`src/tsg_pkg.sv`:
```
// Package: shared types, register codes and reset values for the gesture classifier.
`default_nettype none

package tsg_pkg;

	// Result kinds
	typedef enum logic [1:0] {
		KIND_TOUCH    = 2'd0,
		KIND_SLIP     = 2'd1,
		KIND_TOO_FAST = 2'd2
	} kind_t;

	// Configuration register indexes
	typedef logic [1:0] cfg_idx_t;
	localparam cfg_idx_t CFG_SLIP_DISTANCE = 2'd0;
	localparam cfg_idx_t CFG_TOUCH_GAP_US  = 2'd1;
	localparam cfg_idx_t CFG_HOLD_MIN_US   = 2'd2;

	// Register reset values
	localparam logic [11:0] SLIP_DISTANCE_RST = 12'd30;
	localparam logic [31:0] TOUCH_GAP_US_RST  = 32'd200000;
	localparam logic [31:0] HOLD_MIN_US_RST   = 32'd40000;

	// Depth of the queue between front and back
	localparam int QDEPTH = 2;
	localparam int QPTR_W = $clog2(QDEPTH);
	localparam int QCNT_W = $clog2(QDEPTH + 1);

	typedef struct packed {
		logic [11:0] slip_distance;
		logic [31:0] touch_gap_us;
		logic [31:0] hold_min_us;
	} cfg_t;

	// One finished gesture as handed from front to back
	typedef struct packed {
		logic        too_fast;
		logic [11:0] begin_x;
		logic [11:0] begin_y;
		logic [11:0] end_x;
		logic [11:0] end_y;
		logic [31:0] time_us;
	} rec_t;

	// Queue status seen by front and back
	typedef struct packed {
		logic full;
		logic empty;
	} q_stat_t;

endpackage

`default_nettype wire

```
`src/tsg_ifs.sv`:
```
// Interfaces: sample input, result output and configuration write channels.
`default_nettype none

interface tsg_sample_if;
	logic        valid;
	logic        ready;
	logic [11:0] pos_x;
	logic [11:0] pos_y;
	logic [9:0]  pressure;
	logic [31:0] time_us;

	modport source (output valid, pos_x, pos_y, pressure, time_us, input ready);
	modport sink   (input valid, pos_x, pos_y, pressure, time_us, output ready);
endinterface

interface tsg_result_if;
	logic               valid;
	logic               ready;
	logic [1:0]         event_kind;
	logic [11:0]        begin_x;
	logic [11:0]        begin_y;
	logic [11:0]        end_x;
	logic [11:0]        end_y;
	logic signed [12:0] delta_x;
	logic signed [12:0] delta_y;
	logic [31:0]        event_time;

	modport source (output valid, event_kind, begin_x, begin_y, end_x, end_y,
		delta_x, delta_y, event_time, input ready);
	modport sink   (input valid, event_kind, begin_x, begin_y, end_x, end_y,
		delta_x, delta_y, event_time, output ready);
endinterface

interface tsg_cfg_if;
	logic        valid;
	logic        ready;
	logic [1:0]  index;
	logic [31:0] data;

	modport source (output valid, index, data, input ready);
	modport sink   (input valid, index, data, output ready);
endinterface

`default_nettype wire

```
`src/tsg_front.sv`:
```
// Front: accepts samples, tracks the gesture and decides when a release ends it.
`default_nettype none

module tsg_front import tsg_pkg::*; (
	input  wire logic    clk,
	input  wire logic    arst_n,
	tsg_sample_if.sink   sample,
	input  wire cfg_t    cfg,
	input  wire q_stat_t qstat,
	output logic         push,
	output rec_t         rec
);

	logic        in_gesture_q;
	logic        too_fast_q;
	logic [11:0] start_x_q;
	logic [11:0] start_y_q;
	logic [31:0] start_time_q;
	logic [31:0] last_event_time_q;

	logic        starting;
	logic        accept;
	logic        eff_too_fast;
	logic [31:0] eff_start_time;
	logic [31:0] gap_diff;
	logic [31:0] hold_diff;
	logic        ends;

	// Take a sample whenever the queue has room
	assign sample.ready = !qstat.full;
	assign accept       = sample.valid && sample.ready;
	assign starting     = !in_gesture_q;

	// Gesture start values, taken from the sample itself when idle
	assign gap_diff       = sample.time_us - last_event_time_q;
	assign eff_too_fast   = starting ? (gap_diff < cfg.touch_gap_us) : too_fast_q;
	assign eff_start_time = starting ? sample.time_us : start_time_q;
	assign hold_diff      = sample.time_us - eff_start_time;

	// A release counts when too fast or held long enough
	assign ends = (sample.pressure == '0) &&
		(eff_too_fast || !(hold_diff < cfg.hold_min_us));

	assign push = accept && ends;

	always_comb begin
		rec.too_fast = eff_too_fast;
		rec.begin_x  = starting ? sample.pos_x : start_x_q;
		rec.begin_y  = starting ? sample.pos_y : start_y_q;
		rec.end_x    = sample.pos_x;
		rec.end_y    = sample.pos_y;
		rec.time_us  = sample.time_us;
	end

	// Hold gesture state; clear it when a gesture ends
	always_ff @(posedge clk or negedge arst_n) begin
		if (!arst_n) begin
			in_gesture_q      <= 1'b0;
			too_fast_q        <= 1'b0;
			start_x_q         <= '0;
			start_y_q         <= '0;
			start_time_q      <= '0;
			last_event_time_q <= '0;
		end else if (accept) begin
			if (ends) begin
				in_gesture_q      <= 1'b0;
				too_fast_q        <= 1'b0;
				last_event_time_q <= sample.time_us;
			end else if (starting) begin
				in_gesture_q <= 1'b1;
				too_fast_q   <= eff_too_fast;
				start_x_q    <= sample.pos_x;
				start_y_q    <= sample.pos_y;
				start_time_q <= sample.time_us;
			end
		end
	end

endmodule

`default_nettype wire

```
`src/tsg_queue.sv`:
```
// Queue: short FIFO of finished gestures between front and back.
`default_nettype none

module tsg_queue import tsg_pkg::*; (
	input  wire logic clk,
	input  wire logic arst_n,
	input  wire logic push,
	input  wire rec_t push_rec,
	input  wire logic pop,
	output rec_t      head,
	output q_stat_t   qstat
);

	rec_t              mem_q [QDEPTH];
	logic [QPTR_W-1:0] wr_ptr_q;
	logic [QPTR_W-1:0] rd_ptr_q;
	logic [QCNT_W-1:0] count_q;
	logic              do_push;
	logic              do_pop;

	assign qstat.full  = (count_q == QCNT_W'(QDEPTH));
	assign qstat.empty = (count_q == '0);
	assign do_push     = push && !qstat.full;
	assign do_pop      = pop && !qstat.empty;
	assign head        = mem_q[rd_ptr_q];

	// Store pushed words
	always_ff @(posedge clk) begin
		if (do_push) begin
			mem_q[wr_ptr_q] <= push_rec;
		end
	end

	// Advance pointers and count
	always_ff @(posedge clk or negedge arst_n) begin
		if (!arst_n) begin
			wr_ptr_q <= '0;
			rd_ptr_q <= '0;
			count_q  <= '0;
		end else begin
			if (do_push) begin
				wr_ptr_q <= (wr_ptr_q == QPTR_W'(QDEPTH - 1)) ? '0 : wr_ptr_q + 1'b1;
			end
			if (do_pop) begin
				rd_ptr_q <= (rd_ptr_q == QPTR_W'(QDEPTH - 1)) ? '0 : rd_ptr_q + 1'b1;
			end
			case ({do_push, do_pop})
				2'b10:   count_q <= count_q + 1'b1;
				2'b01:   count_q <= count_q - 1'b1;
				default: count_q <= count_q;
			endcase
		end
	end

endmodule

`default_nettype wire

```
`src/tsg_back.sv`:
```
// Back: classifies a finished gesture and holds it in the output register.
`default_nettype none

module tsg_back import tsg_pkg::*; (
	input  wire logic        clk,
	input  wire logic        arst_n,
	input  wire logic [11:0] slip_distance,
	input  wire rec_t        head,
	input  wire q_stat_t     qstat,
	output logic             pop,
	tsg_result_if.source     result
);

	logic               valid_s1;
	kind_t              kind_s1;
	rec_t               rec_s1;
	logic signed [12:0] dx_s1;
	logic signed [12:0] dy_s1;

	logic [11:0]        adx;
	logic [11:0]        ady;
	logic               slip;
	kind_t              kind;
	logic signed [12:0] dx;
	logic signed [12:0] dy;

	// Load when the output register is free or being drained
	assign pop = !qstat.empty && (!valid_s1 || result.ready);

	// Classify the queue head
	assign adx  = (head.end_x >= head.begin_x) ? head.end_x - head.begin_x
		: head.begin_x - head.end_x;
	assign ady  = (head.end_y >= head.begin_y) ? head.end_y - head.begin_y
		: head.begin_y - head.end_y;
	assign slip = (adx > slip_distance) || (ady > slip_distance);

	always_comb begin
		dx = '0;
		dy = '0;
		if (head.too_fast) begin
			kind = KIND_TOO_FAST;
		end else if (slip) begin
			kind = KIND_SLIP;
			dx   = $signed({1'b0, head.end_x}) - $signed({1'b0, head.begin_x});
			dy   = $signed({1'b0, head.end_y}) - $signed({1'b0, head.begin_y});
		end else begin
			kind = KIND_TOUCH;
		end
	end

	// Output valid
	always_ff @(posedge clk or negedge arst_n) begin
		if (!arst_n) begin
			valid_s1 <= 1'b0;
		end else if (pop) begin
			valid_s1 <= 1'b1;
		end else if (result.ready) begin
			valid_s1 <= 1'b0;
		end
	end

	// Output payload
	always_ff @(posedge clk) begin
		if (pop) begin
			kind_s1 <= kind;
			rec_s1  <= head;
			dx_s1   <= dx;
			dy_s1   <= dy;
		end
	end

	assign result.valid      = valid_s1;
	assign result.event_kind = kind_s1;
	assign result.begin_x    = rec_s1.begin_x;
	assign result.begin_y    = rec_s1.begin_y;
	assign result.end_x      = rec_s1.end_x;
	assign result.end_y      = rec_s1.end_y;
	assign result.delta_x    = dx_s1;
	assign result.delta_y    = dy_s1;
	assign result.event_time = rec_s1.time_us;

endmodule

`default_nettype wire

```
`src/tap_swipe_gesture_classifier_core.sv`:
```
// Top level: configuration registers, front, queue and back of the gesture classifier.
//
//  channel  direction  payload
//  sample   in         pos_x, pos_y, pressure, time_us
//  result   out        event_kind, begin_x, begin_y, end_x, end_y, delta_x, delta_y, event_time
//  cfg      in         index, data
//
// One sample is taken per cycle while the two-entry gesture queue has room.
// A releasing sample is written into the gesture queue when taken, then enters the result register once that is free.
// The front decides gesture ends in the cycle of acceptance; the back classifies.
// arst_n clears gesture state, the queue and the output valid; registers return to reset values.
// A stalled result first fills the queue, then drops sample ready.
`default_nettype none

module tap_swipe_gesture_classifier_core import tsg_pkg::*; (
	input  wire logic    clk,
	input  wire logic    arst_n,
	tsg_sample_if.sink   sample,
	tsg_result_if.source result,
	tsg_cfg_if.sink      cfg
);

	cfg_t    cfg_q;
	logic    push;
	rec_t    push_rec;
	logic    pop;
	rec_t    head;
	q_stat_t qstat;

	assign cfg.ready = 1'b1;

	// Hold configuration registers
	always_ff @(posedge clk or negedge arst_n) begin
		if (!arst_n) begin
			cfg_q.slip_distance <= SLIP_DISTANCE_RST;
			cfg_q.touch_gap_us  <= TOUCH_GAP_US_RST;
			cfg_q.hold_min_us   <= HOLD_MIN_US_RST;
		end else if (cfg.valid && cfg.ready) begin
			case (cfg.index)
				CFG_SLIP_DISTANCE: cfg_q.slip_distance <= cfg.data[11:0];
				CFG_TOUCH_GAP_US:  cfg_q.touch_gap_us  <= cfg.data;
				CFG_HOLD_MIN_US:   cfg_q.hold_min_us   <= cfg.data;
				default:           cfg_q <= cfg_q;
			endcase
		end
	end

	tsg_front u_front (
		.clk    (clk),
		.arst_n (arst_n),
		.sample (sample),
		.cfg    (cfg_q),
		.qstat  (qstat),
		.push   (push),
		.rec    (push_rec)
	);

	tsg_queue u_queue (
		.clk      (clk),
		.arst_n   (arst_n),
		.push     (push),
		.push_rec (push_rec),
		.pop      (pop),
		.head     (head),
		.qstat    (qstat)
	);

	tsg_back u_back (
		.clk           (clk),
		.arst_n        (arst_n),
		.slip_distance (cfg_q.slip_distance),
		.head          (head),
		.qstat         (qstat),
		.pop           (pop),
		.result        (result)
	);

	// Only an accepted release may push a gesture
	a_push_on_release: assert property (@(posedge clk) disable iff (!arst_n)
		push |-> (sample.valid && sample.ready && sample.pressure == '0))
		else $error("gesture pushed without an accepted release");

	// Never push into a full queue
	a_no_overflow: assert property (@(posedge clk) disable iff (!arst_n)
		!(push && qstat.full))
		else $error("gesture queue overflow");

	// A pop always lands in the output register next cycle
	a_pop_loads: assert property (@(posedge clk) disable iff (!arst_n)
		pop |=> result.valid)
		else $error("popped gesture not presented");

	// Deltas are zero unless the gesture is a slip
	a_delta_zero: assert property (@(posedge clk) disable iff (!arst_n)
		(result.valid && result.event_kind != KIND_SLIP) |->
		(result.delta_x == '0 && result.delta_y == '0))
		else $error("nonzero delta on a non-slip result");

endmodule

`default_nettype wire
```
`src/flat_wrapper.sv`:
```
// flat-port wrapper written by rule: the top's interface ports become plain ports
module tap_swipe_gesture_classifier_core_flat import tsg_pkg::*;
  (clk, arst_n, sample_valid, sample_pos_x, sample_pos_y, sample_pressure, sample_time_us, sample_ready, result_valid, result_event_kind, result_begin_x, result_begin_y, result_end_x, result_end_y, result_delta_x, result_delta_y, result_event_time, result_ready, cfg_valid, cfg_index, cfg_data, cfg_ready);
  tsg_sample_if sample_i ();
  tsg_result_if result_i ();
  tsg_cfg_if cfg_i ();
  input  wire logic clk;
  input  wire logic arst_n;
  input wire logic [$bits(sample_i.valid)-1:0] sample_valid;
  input wire logic [$bits(sample_i.pos_x)-1:0] sample_pos_x;
  input wire logic [$bits(sample_i.pos_y)-1:0] sample_pos_y;
  input wire logic [$bits(sample_i.pressure)-1:0] sample_pressure;
  input wire logic [$bits(sample_i.time_us)-1:0] sample_time_us;
  output wire logic [$bits(sample_i.ready)-1:0] sample_ready;
  output wire logic [$bits(result_i.valid)-1:0] result_valid;
  output wire logic [$bits(result_i.event_kind)-1:0] result_event_kind;
  output wire logic [$bits(result_i.begin_x)-1:0] result_begin_x;
  output wire logic [$bits(result_i.begin_y)-1:0] result_begin_y;
  output wire logic [$bits(result_i.end_x)-1:0] result_end_x;
  output wire logic [$bits(result_i.end_y)-1:0] result_end_y;
  output wire logic [$bits(result_i.delta_x)-1:0] result_delta_x;
  output wire logic [$bits(result_i.delta_y)-1:0] result_delta_y;
  output wire logic [$bits(result_i.event_time)-1:0] result_event_time;
  input wire logic [$bits(result_i.ready)-1:0] result_ready;
  input wire logic [$bits(cfg_i.valid)-1:0] cfg_valid;
  input wire logic [$bits(cfg_i.index)-1:0] cfg_index;
  input wire logic [$bits(cfg_i.data)-1:0] cfg_data;
  output wire logic [$bits(cfg_i.ready)-1:0] cfg_ready;
  assign sample_i.valid = sample_valid;
  assign sample_i.pos_x = sample_pos_x;
  assign sample_i.pos_y = sample_pos_y;
  assign sample_i.pressure = sample_pressure;
  assign sample_i.time_us = sample_time_us;
  assign sample_ready = sample_i.ready;
  assign result_valid = result_i.valid;
  assign result_event_kind = result_i.event_kind;
  assign result_begin_x = result_i.begin_x;
  assign result_begin_y = result_i.begin_y;
  assign result_end_x = result_i.end_x;
  assign result_end_y = result_i.end_y;
  assign result_delta_x = result_i.delta_x;
  assign result_delta_y = result_i.delta_y;
  assign result_event_time = result_i.event_time;
  assign result_i.ready = result_ready;
  assign cfg_i.valid = cfg_valid;
  assign cfg_i.index = cfg_index;
  assign cfg_i.data = cfg_data;
  assign cfg_ready = cfg_i.ready;
  tap_swipe_gesture_classifier_core u_core (.clk(clk), .arst_n(arst_n), .sample(sample_i), .result(result_i), .cfg(cfg_i));
endmodule
```
`config.mk`:
```
export PLATFORM = sky130hd
export DESIGN_NAME = tap_swipe_gesture_classifier_core_flat
export DESIGN_NICKNAME = d
export VERILOG_FILES = /design/src/tsg_pkg.sv /design/src/tsg_ifs.sv /design/src/tsg_front.sv /design/src/tsg_queue.sv /design/src/tsg_back.sv /design/src/tap_swipe_gesture_classifier_core.sv /design/src/flat_wrapper.sv
export SDC_FILE = /design/constraint.sdc
export NUM_CORES = 1
export LEC_CHECK = 0
export BUFFER_PORTS_ARGS = -buffer_cell sky130_fd_sc_hd__buf_2
export CAP_MARGIN = 25
export CELL_PAD_IN_SITES_DETAIL_PLACEMENT = 0
export CELL_PAD_IN_SITES_GLOBAL_PLACEMENT = 1
export CORE_MARGIN = 5
export CORE_UTILIZATION = 40
export CTS_CLUSTER_DIAMETER = 150
export DETAILED_ROUTE_END_ITERATION = 6
export PLACE_DENSITY = 0.7
export SYNTH_ARGS = -nofsm -noshare
export SYNTH_HDL_FRONTEND = slang
export SYNTH_HIERARCHICAL = 1
export SYNTH_SLANG_ARGS = --single-unit
```
`constraint.sdc`:
```
create_clock -name clk -period 14.08 [get_ports clk]
set_input_delay 1.408 -clock clk [delete_from_list [all_inputs] [get_ports clk]]
set_output_delay 1.408 -clock clk [all_outputs]
set_load 0.01 [all_outputs]
```
-- Word level (Yosys, flattened, before mapping)
Memory sizes are Yosys's and may differ from the RTL's.
Index checks and enable logic that the tools add are counted.
- $add $sub $neg: 12
- $lt $le $gt $ge: 6
- equal/unequal tests: 6
- muxes and demuxes: 17
- bitwise operators: 2
- reductions and logical operators: 25
- operator list (kind ; number):
    32-bit less-than comparator ; 2
    32-bit subtractor ; 2
    12-bit 2-to-1 mux ; 4
    12-bit subtractor ; 4
    32-bit 2-to-1 mux ; 1
    12-bit by 12-bit subtractor with 13-bit output ; 2
    12-bit greater-or-equal comparator ; 2
    12-bit greater-than comparator ; 2
    2-bit AND reduction ; 6
    1-bit 2-to-1 mux ; 11
    10-bit logical NOT ; 1
    2-bit equality test, second input constant ; 3
    1-bit logical AND ; 6
    2-bit by 1-bit equality test with 1-bit output, second input constant ; 2
    1-bit logical NOT ; 4
    2-bit logical NOT ; 2
    2-bit case mux with 2 select lines ; 1
    2-bit nonzero test ; 2
    1-bit logical OR ; 3
    1-bit adder, second input constant ; 2
    2-bit by 1-bit adder with 2-bit output, second input constant ; 1
    2-bit by 1-bit != test with 1-bit output, second input constant ; 1
    1-bit inverter ; 2
    2-bit OR reduction ; 1
    2-bit by 1-bit subtractor with 2-bit output, second input constant ; 1
- bits in registers: 279
- RAM bits: 162
- word-level logic and storage cells: 90
- memories: 1
- memories (name ; depth ; width ; read ports ; clocked after memory_dff ; write ports ; RTL line ; source):
    u_core.u_queue.mem_q ; 2 ; 81 ; 1 ; 0 ; 1 ; tsg_queue.sv:14 ; rec_t mem_q [QDEPTH];

-- Logic depth before layout (Yosys ltp)
Gate-level depths: netlist of run 1.
- word-level depth: 10
- gate-level depth with buffers: 29
- mapped depth without buffers: 27

-- Modules after synthesis
Netlist of run 1, hierarchy kept.
- by module, submodules not included (module ; times used ; cells each ; area each (µm²)):
    tsg_front ; 1 ; 1026 ; 9328.9
    tsg_back ; 1 ; 625 ; 6766.5
    tsg_queue ; 1 ; 270 ; 6441.2
    tap_swipe_gesture_classifier_core ; 1 ; 164 ; 2914.0

-- Worst setup path before layout of run 1
OpenSTA, ideal clock, no wires.
- kind: input-to-reg
- start: input port sample_time_us[0]
- end: memory u_core/u_queue/mem_q[0][0] (netlist name) (enable)
- library setup time: 0.521 ns
- arrival: 8.774 ns
- slack: 4.785 ns
- stages: 23
- path buffers: 0
- cell sequence: inv_1 -> ha_1 -> inv_1 -> fa_1 -> a211oi_1 -> nor2_1 -> o211ai_1 -> a31oi_1 -> o31a_1 -> a221oi_2 -> o21bai_1 -> a21oi_1 -> xnor2_1 -> ha_1 -> and4_1 -> a311o_1 -> a221oi_2 -> o211ai_2 -> nand4_2 -> and2b_2 -> nor2b_1 -> nand2_1 -> nor2_1
- cells in the longest elaborated chain, start to end: 10
- RTL lines (item ; RTL line ; source):
    start, declared ; flat_wrapper.sv:13 ; input wire logic [$bits(sample_i.time_us)-1:0] sample_time_us;
    32-bit 2-to-1 mux ; n/a ;
    32-bit subtractor ; tsg_front.sv:38 ; assign hold_diff = sample.time_us - eff_start_time;
    32-bit less-than comparator ; tsg_front.sv:42 ; (eff_too_fast || !(hold_diff < cfg.hold_min_us));
    1-bit logical NOT ; tsg_front.sv:42 ;
    1-bit logical OR * ; tsg_front.sv:42 ;
    1-bit logical AND * ; tsg_front.sv:41 ; assign ends = (sample.pressure == '0) &&
    1-bit logical AND * ; tsg_front.sv:44 ; assign push = accept && ends;
    net u_core.push ; tap_swipe_gesture_classifier_core.sv:24 ; logic push;
    1-bit logical AND * ; tsg_queue.sv:23 ; assign do_push = push && !qstat.full;
    1-bit 2-to-1 mux * ; tsg_queue.sv:29 ; if (do_push) begin
    1-bit 2-to-1 mux (not written as such) * ; tsg_queue.sv:30 ; mem_q[wr_ptr_q] <= push_rec;
    end, declared ; tsg_queue.sv:14 ;
Mark *: on every way through the listed nets, which the timed path passes. The rest lies on a longest branch.

-- Worst setup path after layout of run 1
- start: register u_core.u_front.in_gesture_q
- end: register u_core.u_front.start_x_q[5]
- cells in the longest elaborated chain, start to end: 8
- RTL lines (item ; RTL line ; source):
    start, declared ; tsg_front.sv:14 ; logic in_gesture_q;
    start signal, assigned ; tsg_front.sv:58 ; in_gesture_q <= 1'b0;
    start signal, assigned ; tsg_front.sv:66 ; in_gesture_q <= 1'b0;
    start signal, assigned ; tsg_front.sv:70 ; in_gesture_q <= 1'b1;
    32-bit 2-to-1 mux ; n/a ;
    32-bit subtractor ; tsg_front.sv:38 ;
    32-bit less-than comparator ; tsg_front.sv:42 ;
    1-bit logical NOT ; tsg_front.sv:42 ;
    1-bit logical OR ; tsg_front.sv:42 ;
    1-bit logical AND ; tsg_front.sv:41 ;
    1-bit inverter (no line) ; n/a ;
    2-bit AND reduction (no line) ; n/a ;
    end signal, assigned ; tsg_front.sv:72 ; start_x_q <= sample.pos_x;
    end, declared ; tsg_front.sv:16 ; logic [11:0] start_x_q;
Several ways; a longest one is shown, not always the timed one.
A chain may end at the register's enable or synchronous reset.

==> run_results.csv, run 1 <==
group,metric,value,unit
outcome,status,"complete, no violations",
worst_setup_path,path_cells,"buf_4 > mux2i_1 > ha_1 > a21o_1 > a21o_1 > a21oi_1 > a2bb2oi_1 > a21oi_1 > o41ai_2 > o21bai_1 > a21oi_1 > xnor2_1 > ha_1 > a21o_1 > a21o_1 > a2111oi_2 > nand4_2 > and2b_2 > nor2_4 > buf_4 > mux2_1",
layout,diodes,0,
sta,drv_slew,0,
sta,tns,0,ns
sta,hold_viol,0,
placed_design,dp_cells,3033,
worst_setup_path,crit_fanout,42,
logic_synthesis,syn_nets,2392,
global_route,grt_max_degree,66,
floorplan,die_x,262,µm
clock_network,clk_pin_slew,0.06,ns
placed_design,place_ws,5.60,ns
job,maxCapViolCount,0,
worst_setup_path,crit_type,"reg2reg",
global_route,overflow,0,
power,power.total,5.08,mW
clock_network,cts_root_buffer,"clkbuf_16",
drt,wl_met1,27.7,mm
drt,via_per_inst,5.13,
clock_network,clock-sinks,441,
drt,dr.pass1.iters,5,
min_path,hold_path.class,"reg2reg",
floorplan,core_area,63100,µm²
sta,skew,0.0163,ns
logic_synthesis,ys_seq_area_share,48.7,%
clock_network,cts_resized,0,
placed_design,place_congestion,0.846,
sta,finalSetupViolations,0,
drt,routedWlPerCell,19.6,µm
floorplan,num_rows,92,
clock_network,cts_setup_buffers,0,
power,ir_worst_vdd,93.8,µV
logic_synthesis,synth_seq_cells,441,
global_route,grt_pass1_vias,16800,
sta,fin_crit,7.73,ns
floorplan,start_util,40.3,%
logic_synthesis,synthFlopType,"edfxtp_1",
logic_synthesis,async_flop_share,38.8,%
drt,postRouteAntennaNets,0,
logic_synthesis,synthAdderAreaFrac,10.1,%
layout,drive_gt1_share,25.6,%
sta,fin_crit_sh,54.9,%
sta,fin_ws,6.35,ns
layout,syn_to_final_growth,11.3,%
placed_design,io_buffers,214,
drt,wl_met2,29.6,mm
clock_network,cts_buffer_depth,3,
clock_network,cts_made_buffers,48,
placed_design,hpwlAfterDp,44.8,mm
worst_setup_path,required,14.54,ns
global_route,antenna_found_initial,3,
floorplan,ios,216,
drt,drt_iter0_drc,820,
logic_synthesis,syn_area,25500,µm²
logic_synthesis,synth_mux_area_share,13.4,%
logic_synthesis,ys_types,93,
clock_network,cts_tree,"built",
logic_synthesis,yosys.area_share.simple,6.71,%
drt,dr_wl_met3,2.36,mm
worst_setup_path,cp_common_cell,"a21o_1",
worst_setup_path,max_stage_delay,0.78,ns
sta,fmax,129,MHz
clock_network,holdBufCountCts,0,
logic_synthesis,synth_xor_area_share,2.79,%
worst_setup_path,critPathLaunchType,"flip-flop",
drt,dr_total_vias,16000,
clock_network,h-tree-depth,2,
sta,slew-limit-headroom,28.8,%
power,p_leak,13.2,nW
power,p_per_area,179,nW/µm²
clock_network,clock_latency,0.59,ns
drt,drc,0,
logic_synthesis,avgSynthCellArea,12.2,µm²
logic_synthesis,synthCells,2085,
worst_setup_path,cp-end-kind,"flip-flop",
logic_synthesis,ys_warn_count,6,
layout,fin_util,44.9,%
logic_synthesis,synth_compound_area_share,11.3,%
layout,nets,2546,
logic_synthesis,synth_edf_count,270,
worst_setup_path,cp.arrival,8.19,ns
sta,tightest_slew,1.07,ns
layout,finalNonFillerCells,3124,
floorplan,die_area,68800,µm²
global_route,grt_usage,17.4,%
floorplan,die_h,262,µm
worst_setup_path,crit_slowest_cell,"dfrtp_2",
sta,rsz0062_at_grt,"no",
drt,wirelength,61.2,mm
global_route,grt_pass1_wl,96.3,mm
drt,highest_layer,"met5",
logic_synthesis,synth_top_family_by_area,"multiplexers",
==> kinds of logic after synthesis <==
kind of cell,after synthesis
compound gates,425
xor+xnor,81
fa+ha+maj,202
buf+inv,337
flops,441
mux,283
other cells,1
simple gates,315
==> stage by stage <==
stage	hold WS, ns	cell area, µm²
2_1_floorplan	0.452	25500
3_3_place_gp	0.462	26700
3_5_place_dp	0.470	26700
4_1_cts	0.483	28300
5_1_grt	0.505	28300
6_report	0.481	28300
==> flip-flops by register name, indices dropped and copies added (netlist names) <==
signal	cells
u_core/u_queue/mem_q	162
u_core/cfg_q	76
u_core/u_back/result.event_time	32
u_core/u_front/last_event_time_q	32
u_core/u_front/start_time_q	32
u_core/u_back/result.delta_x	13
u_core/u_back/result.delta_y	13
u_core/u_back/result.begin_x	12
u_core/u_back/result.begin_y	12
u_core/u_back/result.end_x	12
u_core/u_back/result.end_y	12
u_core/u_front/start_x_q	12
u_core/u_front/start_y_q	12
u_core/u_back/result.event_kind	2
u_core/u_queue/count_q	2
u_core/u_back/result.valid	1
u_core/u_front/in_gesture_q	1
u_core/u_front/too_fast_q	1
u_core/u_queue/rd_ptr_q	1
u_core/u_queue/wr_ptr_q	1
==> per-layer routing <==
metal	vias to the layer above	global-route usage [%]
met5	-	0
met4	4	4.40
met3	98	2.98
met2	289	29.9
met1	7829	23.0
li1	7806	-
==> layout make-up <==
type                       count  area (µm²)
clock buffer                  70        1350
clock inverter                19         216
fill                        5940       34700
inverter                     215         807
multi-input combinational   1307       11300
sequential                   441       12400
tap                          846        1060
timing repair buffer         226        1190
==> cells in the mapped netlist, drive strengths merged, types with 17 or more instances <==
library cell / count / area (µm²)
nor2: 58 / 225
edfxtp: 270 / 8110
nand3: 31 / 155
inv: 215 / 807
nand4: 26 / 169
nor3: 23 / 120
xnor2: 49 / 429
mux2i: 72 / 721
xor2: 32 / 280
mux2: 211 / 2680
ha: 196 / 2450
nand2: 95 / 434
a21o: 76 / 571
dfrtp: 156 / 3900
a21oi: 133 / 673
a211oi: 24 / 190
o21a: 17 / 128
buf: 106 / 907
o21ai: 84 / 529
==> worst max-delay path: cells and delay by family (launching register included) <==
family,cells,cell delay [ns]
flops,1,0.78
simple gates,3,1.09
fa+ha+maj,2,0.62
compound gates,11,2.71
xor+xnor,1,0.15
buf+inv,2,1.41
mux,2,0.72
==> cell usage in the layout (no fill, tap or decap), types with 64 or more instances in the layout <==
cell      count
mux2i_1      72
edfxtp_1    270
nand2_1      64
ha_1        196
inv_1       215
mux2_2       98
a21oi_1     130
a21o_1       76
mux2_4       81
dfrtp_1     154
buf_2       213
==> worst paths after layout <==
path / start / endpoint / slack [ns] / depth (start not counted)
min in group asynchronous: arst_n / u_core/cfg_q[23] / 0.79 / 1
max in group asynchronous: arst_n / u_core/u_front/start_x_q[3] / 11.93 / 2
max: u_core/u_front/in_gesture_q / u_core/u_front/start_x_q[5] / 6.35 / 21
max reg2reg: u_core/u_front/in_gesture_q / u_core/u_front/start_x_q[5] / 6.35 / 21
min: u_core/u_front/start_y_q[2] / u_core/u_front/start_y_q[2] / 0.48 / 1
min reg2reg: u_core/u_front/start_y_q[2] / u_core/u_front/start_y_q[2] / 0.48 / 1
==> where the power goes <==
part	leakage, nW	total, mW	internal (mW)	switching, mW
Sequential	4.40	1.78	1.67	0.110
Combinational	8.00	2.05	0.846	1.20
Clock	0.760	1.26	0.738	0.521
Power figures use the tool's default switching activity.
==> run 2, diff against run 1 <==
clock period = 8 ns   (was 14.08 ns; I/O delays follow)
==> run 2 against run 1 <==
Net effect:
- via count up 0.27%
- non-clock buffer count up 6
- largest cell class unchanged
- die area unchanged
- clock skew up 0.014 ns
- cell area up 0.81%
- register-to-register slack worse by 5.3 ns
- routed wire length up 0.21%
- setup slack worse by 5.3 ns
- first-iteration DRC count down 3.0%
- critical endpoint is now u_core/u_queue/mem_q[0][15]
- global-route usage down 0.054 points
- sequential share of layout area down 0.35 points
==> run_results.csv, run 2 (same netlist as run 1, synthesis figures left out) <==
group,metric,value,unit
outcome,status,"complete, no violations",
floorplan,die_area,68800,µm²
worst_setup_path,critPathLaunch,"u_core/u_front/in_gesture_q",
drt,via_per_inst,5.13,
sta,hold_viol,0,
worst_setup_path,rr_endpoint,"u_core/u_queue/mem_q[0][15]",
worst_setup_path,cp.arrival,7.23,ns
layout,final_common_cell,"edfxtp_1",
power,ir_worst_vdd,157,µV
worst_setup_path,critPathLaunchType,"flip-flop",
floorplan,die_h,262,µm
sta,drv_slew,0,
worst_setup_path,crit_fanout,22,
power,pwr-share-comb,39.5,%
power,p_seq_share,34.5,%
sta,fmax,144,MHz
layout,regMostFlops,"u_core/u_queue/mem_q",
layout,top_regs,"u_core/u_queue/mem_q (162), u_core/cfg_q (76)",
clock_network,cts_buffer_depth,3,
clock_network,cts_setup_buffers,0,
global_route,grt_use_met1,23.6,%
sta,tightest_slew,0.994,ns
drt,wirelength,61.3,mm
min_path,hold_path.class,"in2async",
sta,finalSetupViolations,0,
sta,hold_slack,0.167,ns
layout,drive_gt1_share,26.2,%
worst_setup_path,reg2reg_depth,22,
drt,routedWlPerCell,19.6,µm
clock_network,cts_made_buffers,48,
layout,finalNonFillerCells,3132,
sta,tns,0,ns
power,p_leak,13.3,nW
clock_network,holdBufCountCts,0,
sta,slew-limit-headroom,33.7,%
worst_setup_path,r2r_slack,1.04,ns
worst_setup_path,crit_end,"u_core/u_queue/mem_q[0][15]",
placed_design,io_buffers,214,
sta,fin_crit,6.96,ns
layout,syn_to_final_growth,12.2,%
clock_network,h-tree-depth,2,
floorplan,num_rows,92,
clock_network,clk_pin_slew,0.06,ns
global_route,grt_usage,17.4,%
worst_setup_path,max_stage_delay,0.85,ns
sta,fin_crit_sh,87.0,%
placed_design,hpwlAfterDp,45.7,mm
clock_network,clock-sinks,441,
clock_network,cts_resized,0,
drt,drt_iter0_drc,795,
worst_setup_path,crit_slowest_cell,"dfrtp_2",
drt,postRouteAntennaNets,0,
clock_network,cts_root_buffer,"clkbuf_16",
sta,rsz0062_at_grt,"no",
clock_network,clock_latency,0.60,ns
power,clockPowerShare,26.0,%
layout,layout_common_cells,"270 x edfxtp_1, 215 x inv_1, 213 x buf_2, 196 x ha_1, 154 x dfrtp_1",
drt,dr.pass1.iters,5,
global_route,top_usage_layer,"met2",
power,p_per_area,317,nW/µm²
worst_setup_path,path_cells,"buf_4 > mux2i_1 > ha_1 > a211oi_1 > nor3_1 > o21ai_1 > a211oi_1 > o41a_1 > a211o_1 > a21oi_2 > o21ai_1 > xor2_1 > ha_1 > nand4_1 > nor3_1 > o211ai_1 > nand4_2 > and2b_2 > nor2b_1 > nand2_1 > nor2_4 > buf_4",
global_route,overflow,0,
drt,drc,0,
global_route,grt_pass1_vias,16600,
placed_design,dp_cells,3039,
global_route,grt_pass1_wl,95.7,mm
job,maxCapViolCount,0,
floorplan,die_x,262,µm
power,switching_share,35.5,%
sta,skew,0.0298,ns
floorplan,ios,216,
worst_setup_path,r2r_start,"u_core/u_front/in_gesture_q",
layout,nets,2552,
drt,dr_total_vias,16100,
power,p_sw,3.22,mW
worst_setup_path,cp-end-kind,"flip-flop",
worst_setup_path,required,8.27,ns
global_route,antenna_found_initial,4,
layout,fillerInstances,5892,
floorplan,core_area,63100,µm²
global_route,grt_max_degree,70,
layout,largest_reg_flops,162,
worst_setup_path,crit_type,"reg2reg",
power,intPower,5.84,mW
clock_network,cts_tree,"built",
floorplan,start_util,40.3,%
global_route,grt_util_met3,3.05,%
placed_design,place_congestion,0.879,
global_route,met2_usage,29.1,%
-- run 2: cell count changes in the layout (fill, tap and decap cells not counted), sizes merged --
cell,before,now
clkbuf,70,65
clkinvlp,1,5
bufinv,4,6
buf,226,232
diode,0,1
-- run 2: metrics by stage --
stage | area [µm²] | power, mW | utilization [%] | setup WS, ns
global placement | 26800 | 6.66 | 42.5 | 1.06
floorplan | 25500 | 5.81 | - | 0.383
CTS | 28500 | 9.15 | 45.2 | 1.01
detailed placement | 26800 | 6.75 | 42.5 | 0.975
finish | 28600 | 9.06 | 45.3 | 1.04
global route | 28600 | 9.66 | 45.3 | 0.607
-- run 2: worst min path at each step --
stage | end | slack, ns
final | u_core/cfg_q[27] | 0.17
after global routing | u_core/cfg_q[27] | 0.20
after CTS | u_core/cfg_q[27] | 0.18
after detailed placement | u_core/u_front/start_x_q[6] | 0.47
after global placement | u_core/u_front/start_x_q[3] | 0.46
after floorplan | u_core/u_front/start_x_q[0] | 0.45
-- run 2: power by group through the flow --
stage / sequential [mW] / combinational, mW / clock (mW)
floorplan: 3.24 / 2.57 / 0
global placement: 3.16 / 3.49 / 0
detailed placement: 3.18 / 3.57 / 0
CTS: 3.14 / 3.59 / 2.43
global route: 3.17 / 3.97 / 2.52
finish: 3.13 / 3.58 / 2.35
-- run 2: layer usage --
metal  wire, µm  part of all wire (%)
met5         12                 0.020
met3       2490                   4.1
met2      28900                    47
met1      28600                    47
met4       1330                   2.2
-- run 2: worst max-delay path, delay by kind of cell (launching register included) --
kind | cells | cell delay [ns]
DFF | 1 | 0.85
muxes | 1 | 0.27
buffers and inverters | 2 | 0.80
adders and majority gates | 2 | 0.61
AOI/OAI and AO/OA | 8 | 2.07
and+or+nand+nor | 8 | 1.83
xor gates and xnor gates | 1 | 0.16
-- run 2: cell type report --
cell class | count | area (µm²) | area share, %
inverters | 215 | 807 | 2.83
clock inverters | 25 | 313 | 1.10
multi-input cells | 1307 | 11300 | 39.6
diodes | 1 | 2.50 | 0.00876
well taps | 846 | 1060 | 3.71
clock buffers | 65 | 1380 | 4.83
flip-flops and latches | 441 | 12400 | 43.4
repair buffers | 232 | 1290 | 4.52
==> run 3, diff against run 2 <==
ABC_AREA = 1   (was default)
PLACE_DENSITY = 0.79   (was 0.7)
==> run 3 against run 2 <==
Net effect:
- non-clock buffer count is 1 lower
- cell area is 3.4% higher
- flip-flop and latch count stayed put
- highest routed layer unchanged
- largest cell class unchanged
- area after synthesis is 4.9% higher
- first-iteration DRC count is 87% higher
==> run_results.csv, run 3 <==
group,metric,value,unit
layout,top_regs,"u_core/u_queue/mem_q (162), u_core/cfg_q (76)",
clock_network,cts_tree,"built",
power,power.total,6.25,mW
job,maxCapViolCount,0,
drt,via_per_inst,5.00,
global_route,grt_usage,20.4,%
floorplan,num_rows,94,
clock_network,cts_root_buffer,"clkbuf_16",
clock_network,cts_made_buffers,49,
worst_setup_path,cp.arrival,6.45,ns
logic_synthesis,yosys.area.top_type_share,30.4,%
logic_synthesis,ys_warn_count,6,
worst_setup_path,crit_fanout,56,
power,ir_worst_vdd,142,µV
layout,regMostFlops,"u_core/u_queue/mem_q",
logic_synthesis,syn_nets,3435,
logic_synthesis,synthFlopType,"edfxtp_1",
worst_setup_path,critPathLaunchType,"flip-flop",
min_path,hold_path.class,"in2async",
sta,tns,0,ns
global_route,overflow,0,
worst_setup_path,r2r_start,"u_core/u_front/in_gesture_q",
power,p_sw,1.92,mW
clock_network,clock_latency,0.62,ns
power,p_leak,14.1,nW
layout,drive_gt1_share,12.5,%
worst_setup_path,reg2reg_depth,27,
sta,tightest_slew,0.945,ns
layout,largest_reg_flops,162,
sta,fin_ws,1.88,ns
clock_network,cts_setup_buffers,0,
power,switching_share,30.7,%
drt,drt_iter0_drc,1489,
outcome,status,"complete, no violations",
placed_design,hpwlAfterDp,55.9,mm
floorplan,start_util,40.5,%
placed_design,postPlaceCellArea,27900,µm²
clock_network,holdBufCountCts,0,
global_route,grt_pass1_wl,114,mm
clock_network,cts_buffer_depth,3,
placed_design,place_ws,1.93,ns
clock_network,clk_pin_slew,0.06,ns
logic_synthesis,ys_types,54,
sta,fin_crit,6.12,ns
logic_synthesis,synth_seq_cells,441,
worst_setup_path,crit_type,"reg2reg",
logic_synthesis,ys_seq_area_share,46.4,%
power,p_per_area,212,nW/µm²
layout,fillerInstances,6530,
drt,wirelength,74.9,mm
logic_synthesis,async_flop_share,38.8,%
logic_synthesis,synth_area_leaders,"edfxtp_1 30%, nand2_1 15%, dfrtp_1 15%",
layout,layout_common_cells,"1069 x nand2_1, 356 x inv_1, 270 x edfxtp_1, 213 x buf_2, 196 x ha_1",
floorplan,die_h,268,µm
power,intPower,4.33,mW
floorplan,die_x,268,µm
sta,skew,0.0415,ns
worst_setup_path,cp-end-kind,"flip-flop",
logic_synthesis,avgSynthCellArea,8.54,µm²
drt,dr_total_vias,20800,
sta,drv_slew,0,
clock_network,clock-sinks,441,
drt,routedWlPerCell,18.0,µm
layout,final_common_cell,"nand2_1",
placed_design,place_congestion,0.910,
power,clockPowerShare,36.3,%
power,pwr-share-comb,21.5,%
worst_setup_path,required,8.33,ns
layout,nets,3552,
worst_setup_path,rr_endpoint,"u_core/u_queue/mem_q[1][5]",
floorplan,core_area,66000,µm²
worst_setup_path,r2r_slack,1.88,ns
layout,design_area,29500,µm²
global_route,grt_pass1_vias,19800,
logic_synthesis,synth.most_common_cell,"nand2_1",
drt,postRouteAntennaNets,0,
logic_synthesis,syn_area,26700,µm²
placed_design,io_buffers,214,
sta,slew-limit-headroom,37.0,%
logic_synthesis,synthCells,3128,
sta,hold_viol,0,
sta,rsz0062_at_grt,"no",
floorplan,ios,216,
global_route,grt_max_degree,83,
sta,finalSetupViolations,0,
sta,fin_crit_sh,76.5,%
clock_network,h-tree-depth,2,
logic_synthesis,ys_top_cells_by_count,"1069 x nand2_1, 358 x inv_1, 270 x edfxtp_1, 196 x ha_1, 156 x dfrtp_1",
layout,syn_to_final_growth,10.5,%
floorplan,die_area,72000,µm²
logic_synthesis,synth_top_area_cell,"edfxtp_1",
logic_synthesis,synth_edf_count,270,
clock_network,cts_resized,0,
global_route,antenna_found_initial,7,
drt,drc,0,
sta,fmax,163,MHz
drt,dr.pass1.iters,5,
power,p_seq_share,42.1,%
run 3: kinds of logic (layout without fill, tap and decap cells):
logic type | Yosys count | count (layout) | synth area share [%]
xor gates and xnor gates | 83 | 83 | 2.72
AOI/OAI and AO/OA | 285 | 285 | 5.94
adders and majority gates | 202 | 202 | 9.63
and+or+nand+nor | 1583 | 1583 | 25.5
buffers and inverters | 533 | 691 | 9.75
other | 1 | 5 | 0.0140
DFF | 441 | 441 | 46.4
run 3: worst max-delay path, cell delays in order, from the launching register on:
cell and delay [ns]:
dfrtp_2 0.41, inv_2 0.67, or2_2 0.23, o21ai_0 0.11, ha_1 0.38, a21oi_1 0.17, nand2_1 0.13, a21boi_1 0.33
o21ai_0 0.25, nand3_1 0.12, nand3_1 0.13, nand2_1 0.10, nand3_1 0.07, nand2_1 0.07, nand2_1 0.06, ha_1 0.28
a21oi_1 0.16, o21ai_0 0.11, a21oi_1 0.13, nand2_1 0.06, a21oi_1 0.22, nand3_4 0.44, nand3_1 0.24, inv_1 0.07
o21ai_1 0.20, nor2_4 0.04, buf_4 0.31, buf_16 0.28
run 3: per-layer routing:
metal	track usage, %	part of all wire (%)	wire, µm
met4	6.39	3.0	2270
met3	2.70	4.9	3700
met5	0	0.0094	7
met2	35.2	49	36800
met1	26.8	43	32100
run 3: final cells by class:
| type | count | area [µm²] | area share [%] |
|---|---|---|---|
| flip-flops and latches | 441 | 12400 | 42.0 |
| multi-input cells | 2154 | 11700 | 39.7 |
| inverters | 368 | 1390 | 4.72 |
| clock buffers | 63 | 1310 | 4.43 |
| repair buffers | 231 | 1280 | 4.35 |
| well taps | 864 | 1080 | 3.66 |
| clock inverters | 29 | 319 | 1.08 |
| diodes | 4 | 10.0 | 0.0339 |
run 3: worst max path at each step:
stage / startpoint / end / slack, ns / depth (start not counted)
2_1_floorplan: u_core/u_front/in_gesture_q / u_core/u_queue/mem_q[1][0] / 0.08 / 28
3_3_place_gp: sample_time_us[0] / u_core/u_queue/mem_q[1][2] / 1.90 / 29
3_5_place_dp: u_core/u_front/in_gesture_q / u_core/u_queue/mem_q[1][2] / 1.93 / 26
4_1_cts: u_core/u_front/in_gesture_q / u_core/u_queue/mem_q[1][2] / 1.91 / 29
5_1_grt: u_core/u_front/in_gesture_q / u_core/u_queue/mem_q[1][3] / 1.27 / 27
6_report: u_core/u_front/in_gesture_q / u_core/u_queue/mem_q[1][5] / 1.88 / 27
run 3: power by group through the flow:
stage                     Clock [mW]  Combinational, mW  Sequential, mW
final                           2.27               1.35            2.63
after global routing            2.42               1.53            2.65
after CTS                       2.33               1.35            2.63
after detailed placement           0               1.35            2.68
after global placement             0               1.33            2.67
after floorplan                    0              0.958            2.67
run 3: per-stage QoR:
| step | hold slack, ns | std cells | utilization [%] |
|---|---|---|---|
| after floorplan | 0.434 | 3128 | - |
| after CTS | 0.0992 | 4149 | 44.7 |
| after global routing | 0.120 | 4151 | 44.7 |
| after detailed placement | 0.453 | 4057 | 42.2 |
| after global placement | 0.448 | 4054 | 42.1 |
| final | 0.109 | 4154 | 44.7 |
